### src/rtl/xor_checksum_frame_receiver_macros.svh
// Assertion macros shared by the frame receiver RTL.
// XCFR_ASSERT_CLK names its own clock and reset; XCFR_ASSERT uses clk_i and rst_ni.
`ifndef XOR_CHECKSUM_FRAME_RECEIVER_MACROS_SVH
`define XOR_CHECKSUM_FRAME_RECEIVER_MACROS_SVH

`ifndef SYNTHESIS

`define XCFR_ASSERT_CLK(lbl, clk, rst_n, prop, msg) \
  lbl: assert property (@(posedge clk) disable iff (!rst_n) prop) else $error(msg);

`define XCFR_ASSERT(lbl, prop, msg) \
  `XCFR_ASSERT_CLK(lbl, clk_i, rst_ni, prop, msg)

`else

`define XCFR_ASSERT_CLK(lbl, clk, rst_n, prop, msg)

`define XCFR_ASSERT(lbl, prop, msg)

`endif

`endif

### src/rtl/xcfr_pkg.sv
`default_nettype none

package xcfr_pkg;

  // field widths
  localparam int unsigned ByteW  = 8;
  localparam int unsigned LenW   = 16;
  localparam int unsigned TimerW = 24;
  localparam int unsigned KindW  = 3;
  localparam int unsigned CfgIdxW = 2;
  localparam int unsigned CfgDataW = TimerW;

  // register reset values
  localparam logic [ByteW-1:0]  HeaderRst  = 8'd2;
  localparam logic [ByteW-1:0]  FooterRst  = 8'd3;
  localparam logic [LenW-1:0]   MaxLenRst  = 16'd255;
  localparam logic [TimerW-1:0] TimeoutRst = 24'd3000;
  localparam logic [TimerW-1:0] TimerMax   = {TimerW{1'b1}};

  // register indexes
  typedef enum logic [CfgIdxW-1:0] {
    CFG_HEADER  = 2'd0,
    CFG_FOOTER  = 2'd1,
    CFG_MAX_LEN = 2'd2,
    CFG_TIMEOUT = 2'd3
  } cfg_idx_e;

  // input item kind
  typedef enum logic {
    CMD_BYTE = 1'b0,
    CMD_TICK = 1'b1
  } cmd_e;

  // receive phase
  typedef enum logic [2:0] {
    PH_IDLE   = 3'd0,
    PH_LEN_HI = 3'd1,
    PH_LEN_LO = 3'd2,
    PH_DATA   = 3'd3,
    PH_CSUM   = 3'd4,
    PH_FOOTER = 3'd5
  } phase_e;

  // result kind
  typedef enum logic [KindW-1:0] {
    KIND_BYTE       = 3'd0,
    KIND_GOOD       = 3'd1,
    KIND_BAD_CSUM   = 3'd2,
    KIND_BAD_FOOTER = 3'd3,
    KIND_TOO_LONG   = 3'd4,
    KIND_TIMEOUT    = 3'd5
  } kind_e;

  typedef struct packed {
    logic [ByteW-1:0]  header_value;
    logic [ByteW-1:0]  footer_value;
    logic [LenW-1:0]   max_length;
    logic [TimerW-1:0] timeout_ticks;
  } cfg_t;

  typedef struct packed {
    kind_e            kind;
    logic [ByteW-1:0] data;
    logic [LenW-1:0]  index;
    logic [LenW-1:0]  length;
  } result_t;

endpackage

`default_nettype wire

### src/rtl/xcfr_cfg_regs.sv
`default_nettype none

module xcfr_cfg_regs
  import xcfr_pkg::*;
(
  input  wire logic                clk_i,
  input  wire logic                rst_ni,
  input  wire logic                we_i,
  input  wire logic [CfgIdxW-1:0]  idx_i,
  input  wire logic [CfgDataW-1:0] wdata_i,
  output cfg_t                     cfg_o
);

  cfg_t cfg_q;

  // register writes, one per cycle
  always_ff @(posedge clk_i or negedge rst_ni) begin
    if (!rst_ni) begin
      cfg_q.header_value  <= HeaderRst;
      cfg_q.footer_value  <= FooterRst;
      cfg_q.max_length    <= MaxLenRst;
      cfg_q.timeout_ticks <= TimeoutRst;
    end else if (we_i) begin
      unique case (cfg_idx_e'(idx_i))
        CFG_HEADER:  cfg_q.header_value  <= wdata_i[ByteW-1:0];
        CFG_FOOTER:  cfg_q.footer_value  <= wdata_i[ByteW-1:0];
        CFG_MAX_LEN: cfg_q.max_length    <= wdata_i[LenW-1:0];
        CFG_TIMEOUT: cfg_q.timeout_ticks <= wdata_i[TimerW-1:0];
        default: ;
      endcase
    end
  end

  assign cfg_o = cfg_q;

endmodule

`default_nettype wire

### src/rtl/xcfr_core.sv
`default_nettype none
`include "xor_checksum_frame_receiver_macros.svh"

module xcfr_core
  import xcfr_pkg::*;
(
  input  wire logic             clk_i,
  input  wire logic             rst_ni,
  input  wire cfg_t             cfg_i,
  input  wire logic             in_acc_i,
  input  wire logic             in_cmd_i,
  input  wire logic [ByteW-1:0] in_byte_i,
  output logic                  res_valid_o,
  output result_t               res_o
);

  phase_e            phase_q, phase_d;
  logic [LenW-1:0]   exp_len_q, exp_len_d;
  logic [LenW-1:0]   byte_cnt_q, byte_cnt_d;
  logic [ByteW-1:0]  xor_q, xor_d;
  logic [ByteW-1:0]  csum_q, csum_d;
  logic [TimerW-1:0] timer_q, timer_d;

  logic [TimerW-1:0] timer_inc;
  logic [LenW-1:0]   len_full;
  logic [LenW-1:0]   cnt_inc;
  logic              is_tick;
  logic              timed_out;
  logic              too_long;

  // shared terms
  assign is_tick   = (in_cmd_i == CMD_TICK);
  assign timer_inc = (timer_q != TimerMax) ? timer_q + TimerW'(1) : timer_q;
  assign timed_out = (phase_q != PH_IDLE) && (timer_inc >= cfg_i.timeout_ticks);
  assign len_full  = {exp_len_q[LenW-1:ByteW], in_byte_i};
  assign too_long  = (len_full > cfg_i.max_length);
  assign cnt_inc   = byte_cnt_q + LenW'(1);

  // next state
  always_comb begin
    phase_d    = phase_q;
    exp_len_d  = exp_len_q;
    byte_cnt_d = byte_cnt_q;
    xor_d      = xor_q;
    csum_d     = csum_q;
    timer_d    = timer_q;
    if (in_acc_i) begin
      if (is_tick) begin
        if (phase_q != PH_IDLE) begin
          timer_d = timer_inc;
          if (timed_out) begin
            phase_d = PH_IDLE;
            timer_d = '0;
          end
        end
      end else begin
        unique case (phase_q)
          PH_IDLE: begin
            if (in_byte_i == cfg_i.header_value) begin
              phase_d    = PH_LEN_HI;
              exp_len_d  = '0;
              byte_cnt_d = '0;
              xor_d      = '0;
              csum_d     = '0;
              timer_d    = '0;
            end
          end
          PH_LEN_HI: begin
            exp_len_d = {in_byte_i, {ByteW{1'b0}}};
            phase_d   = PH_LEN_LO;
          end
          PH_LEN_LO: begin
            exp_len_d = len_full;
            timer_d   = '0;
            if (too_long) begin
              phase_d = PH_IDLE;
            end else if (len_full == '0) begin
              phase_d = PH_CSUM;
            end else begin
              phase_d = PH_DATA;
            end
          end
          PH_DATA: begin
            xor_d      = xor_q ^ in_byte_i;
            byte_cnt_d = cnt_inc;
            if (cnt_inc >= exp_len_q) begin
              phase_d = PH_CSUM;
              timer_d = '0;
            end
          end
          PH_CSUM: begin
            csum_d  = in_byte_i;
            phase_d = PH_FOOTER;
            timer_d = '0;
          end
          PH_FOOTER: begin
            phase_d = PH_IDLE;
            timer_d = '0;
          end
          default: begin
            phase_d = PH_IDLE;
            timer_d = '0;
          end
        endcase
      end
    end
  end

  // result for the accepted item
  always_comb begin
    res_valid_o  = 1'b0;
    res_o.kind   = KIND_BYTE;
    res_o.data   = '0;
    res_o.index  = byte_cnt_q;
    res_o.length = exp_len_q;
    if (in_acc_i) begin
      if (is_tick) begin
        if (timed_out) begin
          res_valid_o = 1'b1;
          res_o.kind  = KIND_TIMEOUT;
          if (phase_q == PH_LEN_HI || phase_q == PH_LEN_LO) begin
            res_o.length = '0;
          end
        end
      end else begin
        unique case (phase_q)
          PH_LEN_LO: begin
            if (too_long) begin
              res_valid_o  = 1'b1;
              res_o.kind   = KIND_TOO_LONG;
              res_o.index  = '0;
              res_o.length = len_full;
            end
          end
          PH_DATA: begin
            res_valid_o = 1'b1;
            res_o.data  = in_byte_i;
          end
          PH_FOOTER: begin
            res_valid_o = 1'b1;
            if (in_byte_i != cfg_i.footer_value) begin
              res_o.kind = KIND_BAD_FOOTER;
            end else if (xor_q != csum_q) begin
              res_o.kind = KIND_BAD_CSUM;
            end else begin
              res_o.kind = KIND_GOOD;
            end
          end
          default: ;
        endcase
      end
    end
  end

  // frame state
  always_ff @(posedge clk_i or negedge rst_ni) begin
    if (!rst_ni) begin
      phase_q    <= PH_IDLE;
      exp_len_q  <= '0;
      byte_cnt_q <= '0;
      xor_q      <= '0;
      csum_q     <= '0;
      timer_q    <= '0;
    end else begin
      phase_q    <= phase_d;
      exp_len_q  <= exp_len_d;
      byte_cnt_q <= byte_cnt_d;
      xor_q      <= xor_d;
      csum_q     <= csum_d;
      timer_q    <= timer_d;
    end
  end

  `XCFR_ASSERT(a_res_needs_item, res_valid_o |-> in_acc_i, "result without an accepted item")
  `XCFR_ASSERT(a_payload_in_range,
               (res_valid_o && res_o.kind == KIND_BYTE) |-> (res_o.index < res_o.length),
               "payload index past declared length")
  `XCFR_ASSERT(a_status_ends_frame,
               (res_valid_o && res_o.kind != KIND_BYTE) |=> (phase_q == PH_IDLE && timer_q == '0),
               "status did not return to idle")

endmodule

`default_nettype wire

### src/rtl/xcfr_out_buf.sv
`default_nettype none
`include "xor_checksum_frame_receiver_macros.svh"

module xcfr_out_buf
  import xcfr_pkg::*;
(
  input  wire logic    clk_i,
  input  wire logic    rst_ni,
  input  wire logic    push_i,
  input  wire result_t push_res_i,
  output logic         space_o,
  output logic         out_valid_o,
  input  wire logic    out_ready_i,
  output result_t      out_res_o
);

  logic    ov_q, ov_d;
  logic    sv_q, sv_d;
  result_t out_q, out_d;
  result_t skid_q, skid_d;
  logic    pop;

  assign pop = ov_q && out_ready_i;

  // output register plus one skid entry
  always_comb begin
    ov_d   = ov_q;
    sv_d   = sv_q;
    out_d  = out_q;
    skid_d = skid_q;
    if (sv_q) begin
      if (pop) begin
        out_d = skid_q;
        sv_d  = 1'b0;
      end
    end else if (push_i) begin
      if (!ov_q || pop) begin
        out_d = push_res_i;
        ov_d  = 1'b1;
      end else begin
        skid_d = push_res_i;
        sv_d   = 1'b1;
      end
    end else if (pop) begin
      ov_d = 1'b0;
    end
  end

  always_ff @(posedge clk_i or negedge rst_ni) begin
    if (!rst_ni) begin
      ov_q <= 1'b0;
      sv_q <= 1'b0;
    end else begin
      ov_q <= ov_d;
      sv_q <= sv_d;
    end
  end

  // payload, no reset
  always_ff @(posedge clk_i) begin
    out_q  <= out_d;
    skid_q <= skid_d;
  end

  assign space_o     = !sv_q;
  assign out_valid_o = ov_q;
  assign out_res_o   = out_q;

  `XCFR_ASSERT(a_skid_behind_out, sv_q |-> ov_q, "skid entry held with empty output")
  `XCFR_ASSERT(a_no_push_when_full, sv_q |-> !push_i, "item pushed into full buffer")
  `XCFR_ASSERT(a_stall_fills_skid, (push_i && ov_q && !out_ready_i) |=> sv_q,
               "stalled push was dropped")

endmodule

`default_nettype wire

### src/rtl/xor_checksum_frame_receiver.sv
// Channel   | Dir | Handshake              | Payload
// ----------+-----+------------------------+-------------------------------------------
// s_axis    | in  | tvalid / tready        | tdata rx_byte[7:0]; tuser cmd
// m_axis    | out | tvalid / tready        | tdata data, index, length; tuser kind
// cfg       | in  | cfg_we_i (no wait)     | cfg_idx_i register, cfg_wdata_i value
//
// Each item is decoded in the cycle it is accepted; its result, if any, is registered in the
// output register or, under a stall, the skid entry. One item per clock is sustained while m_axis_tready is high.
// A two-entry output stage (register plus skid) sets the rate under stalls: tready drops
// only while both entries hold results that the sink has not taken.
// Reset is asynchronous, active low, and leaves the receiver idle with the register
// defaults in place; no clearing pass is needed.
`default_nettype none

module xor_checksum_frame_receiver
  import xcfr_pkg::*;
(
  input  wire logic                clk_i,
  input  wire logic                rst_ni,
  // input stream
  input  wire logic                s_axis_tvalid_i,
  output logic                     s_axis_tready_o,
  input  wire logic [7:0]          s_axis_tdata_i,   // [7:0] rx_byte
  input  wire logic [0:0]          s_axis_tuser_i,   // [0] cmd
  // result stream
  output logic                     m_axis_tvalid_o,
  input  wire logic                m_axis_tready_i,
  output logic [39:0]              m_axis_tdata_o,   // [7:0] out_data, [23:8] out_index,
                                                     // [39:24] out_length
  output logic [2:0]               m_axis_tuser_o,   // [2:0] out_kind
  // configuration
  input  wire logic                cfg_we_i,
  input  wire logic [CfgIdxW-1:0]  cfg_idx_i,
  input  wire logic [CfgDataW-1:0] cfg_wdata_i
);

  cfg_t    cfg;
  logic    in_acc;
  logic    res_valid;
  result_t res;
  result_t out_res;
  logic    space;

  assign s_axis_tready_o = space;
  assign in_acc          = s_axis_tvalid_i && space;

  xcfr_cfg_regs u_cfg (
    .clk_i   (clk_i),
    .rst_ni  (rst_ni),
    .we_i    (cfg_we_i),
    .idx_i   (cfg_idx_i),
    .wdata_i (cfg_wdata_i),
    .cfg_o   (cfg)
  );

  xcfr_core u_core (
    .clk_i       (clk_i),
    .rst_ni      (rst_ni),
    .cfg_i       (cfg),
    .in_acc_i    (in_acc),
    .in_cmd_i    (s_axis_tuser_i[0]),
    .in_byte_i   (s_axis_tdata_i),
    .res_valid_o (res_valid),
    .res_o       (res)
  );

  xcfr_out_buf u_out (
    .clk_i       (clk_i),
    .rst_ni      (rst_ni),
    .push_i      (res_valid),
    .push_res_i  (res),
    .space_o     (space),
    .out_valid_o (m_axis_tvalid_o),
    .out_ready_i (m_axis_tready_i),
    .out_res_o   (out_res)
  );

  // pack result fields, data in the lowest bits
  assign m_axis_tdata_o = {out_res.length, out_res.index, out_res.data};
  assign m_axis_tuser_o = out_res.kind;

endmodule

`default_nettype wire
### config.mk
export PLATFORM = sky130hd
export DESIGN_NAME = xor_checksum_frame_receiver
export DESIGN_NICKNAME = d
export VERILOG_FILES = /design/src/rtl/xcfr_pkg.sv /design/src/rtl/xcfr_cfg_regs.sv /design/src/rtl/xcfr_core.sv /design/src/rtl/xcfr_out_buf.sv /design/src/rtl/xor_checksum_frame_receiver.sv
export VERILOG_INCLUDE_DIRS = /design/src /design/src/rtl
export SDC_FILE = /design/constraint.sdc
export NUM_CORES = 1
export LEC_CHECK = 0
export ABC_AREA = 1
export BUFFER_PORTS_ARGS = -buffer_cell sky130_fd_sc_hd__buf_2
export CORE_MARGIN = 2
export CORE_UTILIZATION = 43
export CTS_BUF_LIST = sky130_fd_sc_hd__clkbuf_4
export DETAILED_ROUTE_END_ITERATION = 8
export PLACE_DENSITY = 0.66
export SLEW_MARGIN = 10
export SYNTH_ARGS = -nofsm -noshare
export SYNTH_HDL_FRONTEND = slang
export SYNTH_SLANG_ARGS = --single-unit
### constraint.sdc
create_clock -name clk_i -period 11.7 [get_ports clk_i]
set_clock_uncertainty 0.05 [all_clocks]
set_input_delay 0.585 -clock clk_i [delete_from_list [all_inputs] [get_ports clk_i]]
set_output_delay 0.585 -clock clk_i [all_outputs]
set_load 0.005 [all_outputs]
==> impl_metrics.yaml <==
timing:
  max_freq_mhz: 215
  max-slew-margin-rel_pct: 31.0
  fin_setup_tns_ns: 0
  setup_viol: 0
  worst_slew_pin_slew_ns: 1.04
  period_minus_slack_ns: 4.65
  setup_ws_ns: 7.05
  rsz0062_at_grt: "false"
  finalMaxSlewViolations: 0
  timing.final.crit_share_pct: 39.7
  hold_viol_final: 0
cells_and_area:
  multi_input_area_um2: 5050
  nNetsFinal: 1568
  fill_cells: 2567
  seq_area_um2: 5930
  synthToLayoutAreaGrowth_pct: 12.8
  drive_gt1_share_pct: 18.3
setup_path:
  crit_chain: "ha_1 -> nand3_2 -> inv_2 -> nand2_2 -> nor2_4 -> nand4_4 -> o21ai_0 -> inv_1 -> ha_1 -> nand3_1 -> nand2_1 -> nand2_1 -> nand2_1 -> nand2_1 -> nand3_1 -> nand2_2 -> nand2_1 -> nand3_1 -> nor2_4 -> buf_12"
  cp_slowest_cell: "nor2_4"
  slowest_delay_ns: 0.49
  worstSetupStartpointType: "flop"
  crit_arrival_ns: 4.95
  crit_type: "reg -> reg"
  crit_top_cell: "nand2_1"
  cp_data_required_time_ns: 12.01
  crit_path_end_kind: "flop"
  critPathBufInv: 3
  crit_family: "simple AND/OR/NAND/NOR gates"
  crit_fanout: 29
clocking:
  cts-htree-levels: 2
  clockBufferDepth: 3
  postCtsSetupBuffers: 0
  numCtsBuffers: 60
  root_buffer: "clkbuf_4"
  post_cts_resized: 0
  cts_sinks: 219
  path_clk_slew_ns: 0.06
  hold_buffers: 1
  clock_latency_ns: 0.70
  tritoncts: "done"
power_and_ir_drop:
  total_power_mw: 1.67
  p_seq_share_pct: 50.9
  combPwrFrac_pct: 7.3
  swShare_pct: 25.0
  clkPwrFrac_pct: 41.7
  power_leakage_nw: 6.60
  p_per_area_nw_per_um2: 125
  irDropWorstVdd_mv: 0.0629
  power.switching_mw: 0.417
  p_int_mw: 1.25
drt:
  drt-initial-drc-count: 779
  viasPerCell: 5.02
  wl_per_cell_um: 14.7
  first_pass_iters: 5
  ant_nets: 0
  drc_errors: 0
  via_count: 9347
  drt-total-wl_um: 27500
synthesis:
  syn_nets: 1458
  synthTopCellsByArea: "dfrtp_1 24%, edfxtp_1 22%, nand2_1 11%, ha_1 6.1%, inv_1 5.0%"
  syn_area_um2: 11800
  synth_warnings: 0
  synth_top_area_share_pct: 24.3
  synthCells: 1360
  synth_cell_type_count: 42
  synth-seq-cells: 219
  synth_edf_count: 86
  synth-async-reset-ratio_pct: 60.7
  post_synth.cell_area_avg_um2: 8.70
  yosysSeqAreaShare_pct: 50.1
  synth_top_area_cell: "dfrtp_1"
  synthFlopType: "dfrtp_1"
placement:
  place_ws_ns: 6.74
  place_hpwl_um: 19500
  place_congestion: 0.890
  io_buffers: 84
floorplan:
  dieArea_um2: 28900
  rows: 60
  die_y_um: 170
  die_w_um: 170
  start_util_pct: 43.9
  ioPinCount: 85
  core_area_um2: 27000
run:
  maxCapViolCount: 0
run_status:
  status: "completed"
hold_path:
  hold_class: "in -> reg"
global_routing:
  grt_max_degree: 70
  grt_overflow: 0
  grt_pass1_vias: 9127
  grt_pass1_wl_um: 45900
  antenna_found_initial: 1
  grt_usage_pct: 19.8
-- worst reg2reg max path, cell delays in order (launching register included) --
cell and delay [ns]:
dfrtp_1 0.43, ha_1 0.29, nand3_2 0.14, inv_2 0.09
nand2_2 0.07, nor2_4 0.17, nand4_4 0.36, o21ai_0 0.31
inv_1 0.08, ha_1 0.28, nand3_1 0.07, nand2_1 0.07
nand2_1 0.04, nand2_1 0.06, nand2_1 0.05, nand3_1 0.17
nand2_2 0.36, nand2_1 0.22, nand3_1 0.25, nor2_4 0.49
buf_12 0.26
-- metal layers --
| layer | wire [µm] | up-vias | GRT usage (%) |
|---|---|---|---|
| met5 | 0 | - | 0 |
| met4 | 526 | 0 | 6.13 |
| met3 | 1440 | 48 | 3.23 |
| met2 | 12400 | 256 | 31.6 |
| met1 | 13000 | 4315 | 27.8 |
| li1 | - | 4728 | - |
-- cell families after synthesis --
| logic type | Yosys count | synth area share, % |
|---|---|---|
| DFF | 219 | 50.1 |
| and+or+nand+nor | 620 | 23.4 |
| xor gates and xnor gates | 48 | 3.55 |
| adders and majority gates | 58 | 6.13 |
| AOI/OAI and AO/OA | 201 | 9.48 |
| buffers and inverters | 214 | 7.31 |
-- layout by cell type, fill, tap and decap left out, types with 13 or more instances in the layout --
| cell | Yosys | routed |
|---|---|---|
| nand3_1 | 65 | 65 |
| nor2_1 | 99 | 98 |
| nand4_1 | 21 | 21 |
| nand2_1 | 361 | 361 |
| xor2_1 | 26 | 26 |
| edfxtp_1 | 86 | 86 |
| inv_2 | 13 | 13 |
| ha_1 | 58 | 58 |
| o21ai_1 | 28 | 28 |
| buf_2 | 10 | 83 |
| a21oi_1 | 37 | 36 |
| xnor2_1 | 22 | 22 |
| o21ai_0 | 96 | 96 |
| dfrtp_1 | 115 | 114 |
| clkinv_1 | 2 | 14 |
| clkbuf_4 | 0 | 97 |
| inv_1 | 158 | 158 |
| o31ai_1 | 20 | 20 |
| nand2_2 | 16 | 16 |
| dfstp_2 | 18 | 18 |
-- stage by stage --
step | cells | area, µm² | util (%) | hold slack [ns]
floorplan | 1360 | 11800 | - | 0.239
global route | 1863 | 13300 | 49.5 | 0.0633
finish | 1863 | 13300 | 49.5 | 0.0841
CTS | 1861 | 13300 | 49.4 | 0.0355
global placement | 1747 | 12500 | 46.4 | 0.418
detailed placement | 1747 | 12500 | 46.4 | 0.425
-- synthesized netlist by cell type (10+ instances only) --
cell and count:
buf_2 10, a22o_1 10, ha_1 58, nand4_1 21
o21ai_1 28, clkbuf_1 24, nand2_2 16, edfxtp_1 86
dfstp_2 18, a21oi_1 37, inv_2 13, nand2_1 361
o21ai_0 96, dfrtp_1 115, xnor2_1 22, nand3_1 65
o31ai_1 20, xor2_1 26, inv_1 158, nor2_1 99
-- cell type report --
class / count / share of cell area [%]
clock inverter: 16 / 0.553
sequential: 219 / 44.5
antenna: 1 / 0.0188
inverter: 173 / 4.87
clock buffer: 97 / 5.46
tap: 341 / 3.20
multi-input combinational: 927 / 37.9
timing repair buffer: 89 / 3.56
-- state kept, by name, summed over array words and instances (netlist names), 8 cells and up --
signal and count:
u_core.timer_q 24, u_out.out_res_o 43, u_core.xor_q 8, u_core.byte_cnt_q 16, u_cfg.cfg_o 56, u_core.exp_len_q 16
u_core.csum_q 8, u_out.skid_q 43
-- power by group through the flow --
stage	Clock, mW	Sequential [mW]	Combinational, mW
final	0.696	0.849	0.122
after global routing	0.761	0.852	0.147
after floorplan	0	0.859	0.0809
after CTS	0.719	0.848	0.125
after detailed placement	0	0.863	0.124
after global placement	0	0.862	0.119
-- worst paths after layout --
check	startpoint	endpoint	slack (ns)	cells past startpoint
max in group asynchronous	rst_ni	u_cfg.cfg_o[38]$_DFFE_PN0P_	9.67	3
min	cfg_wdata_i[23]	u_cfg.cfg_o[23]$_DFFE_PN0P_	0.08	3
min reg2reg	u_cfg.cfg_o[12]$_DFFE_PN0P_	u_cfg.cfg_o[12]$_DFFE_PN0P_	0.44	2
min in group asynchronous	rst_ni	u_core.byte_cnt_q[3]$_DFFE_PN0P_	0.51	2
max reg2reg	u_core.timer_q[0]$_DFFE_PN0P_	u_out.skid_q[2]$_DFFE_PP_	7.05	20
max	u_core.timer_q[0]$_DFFE_PN0P_	u_out.skid_q[2]$_DFFE_PP_	7.05	20
Power figures use the tool's default switching activity.
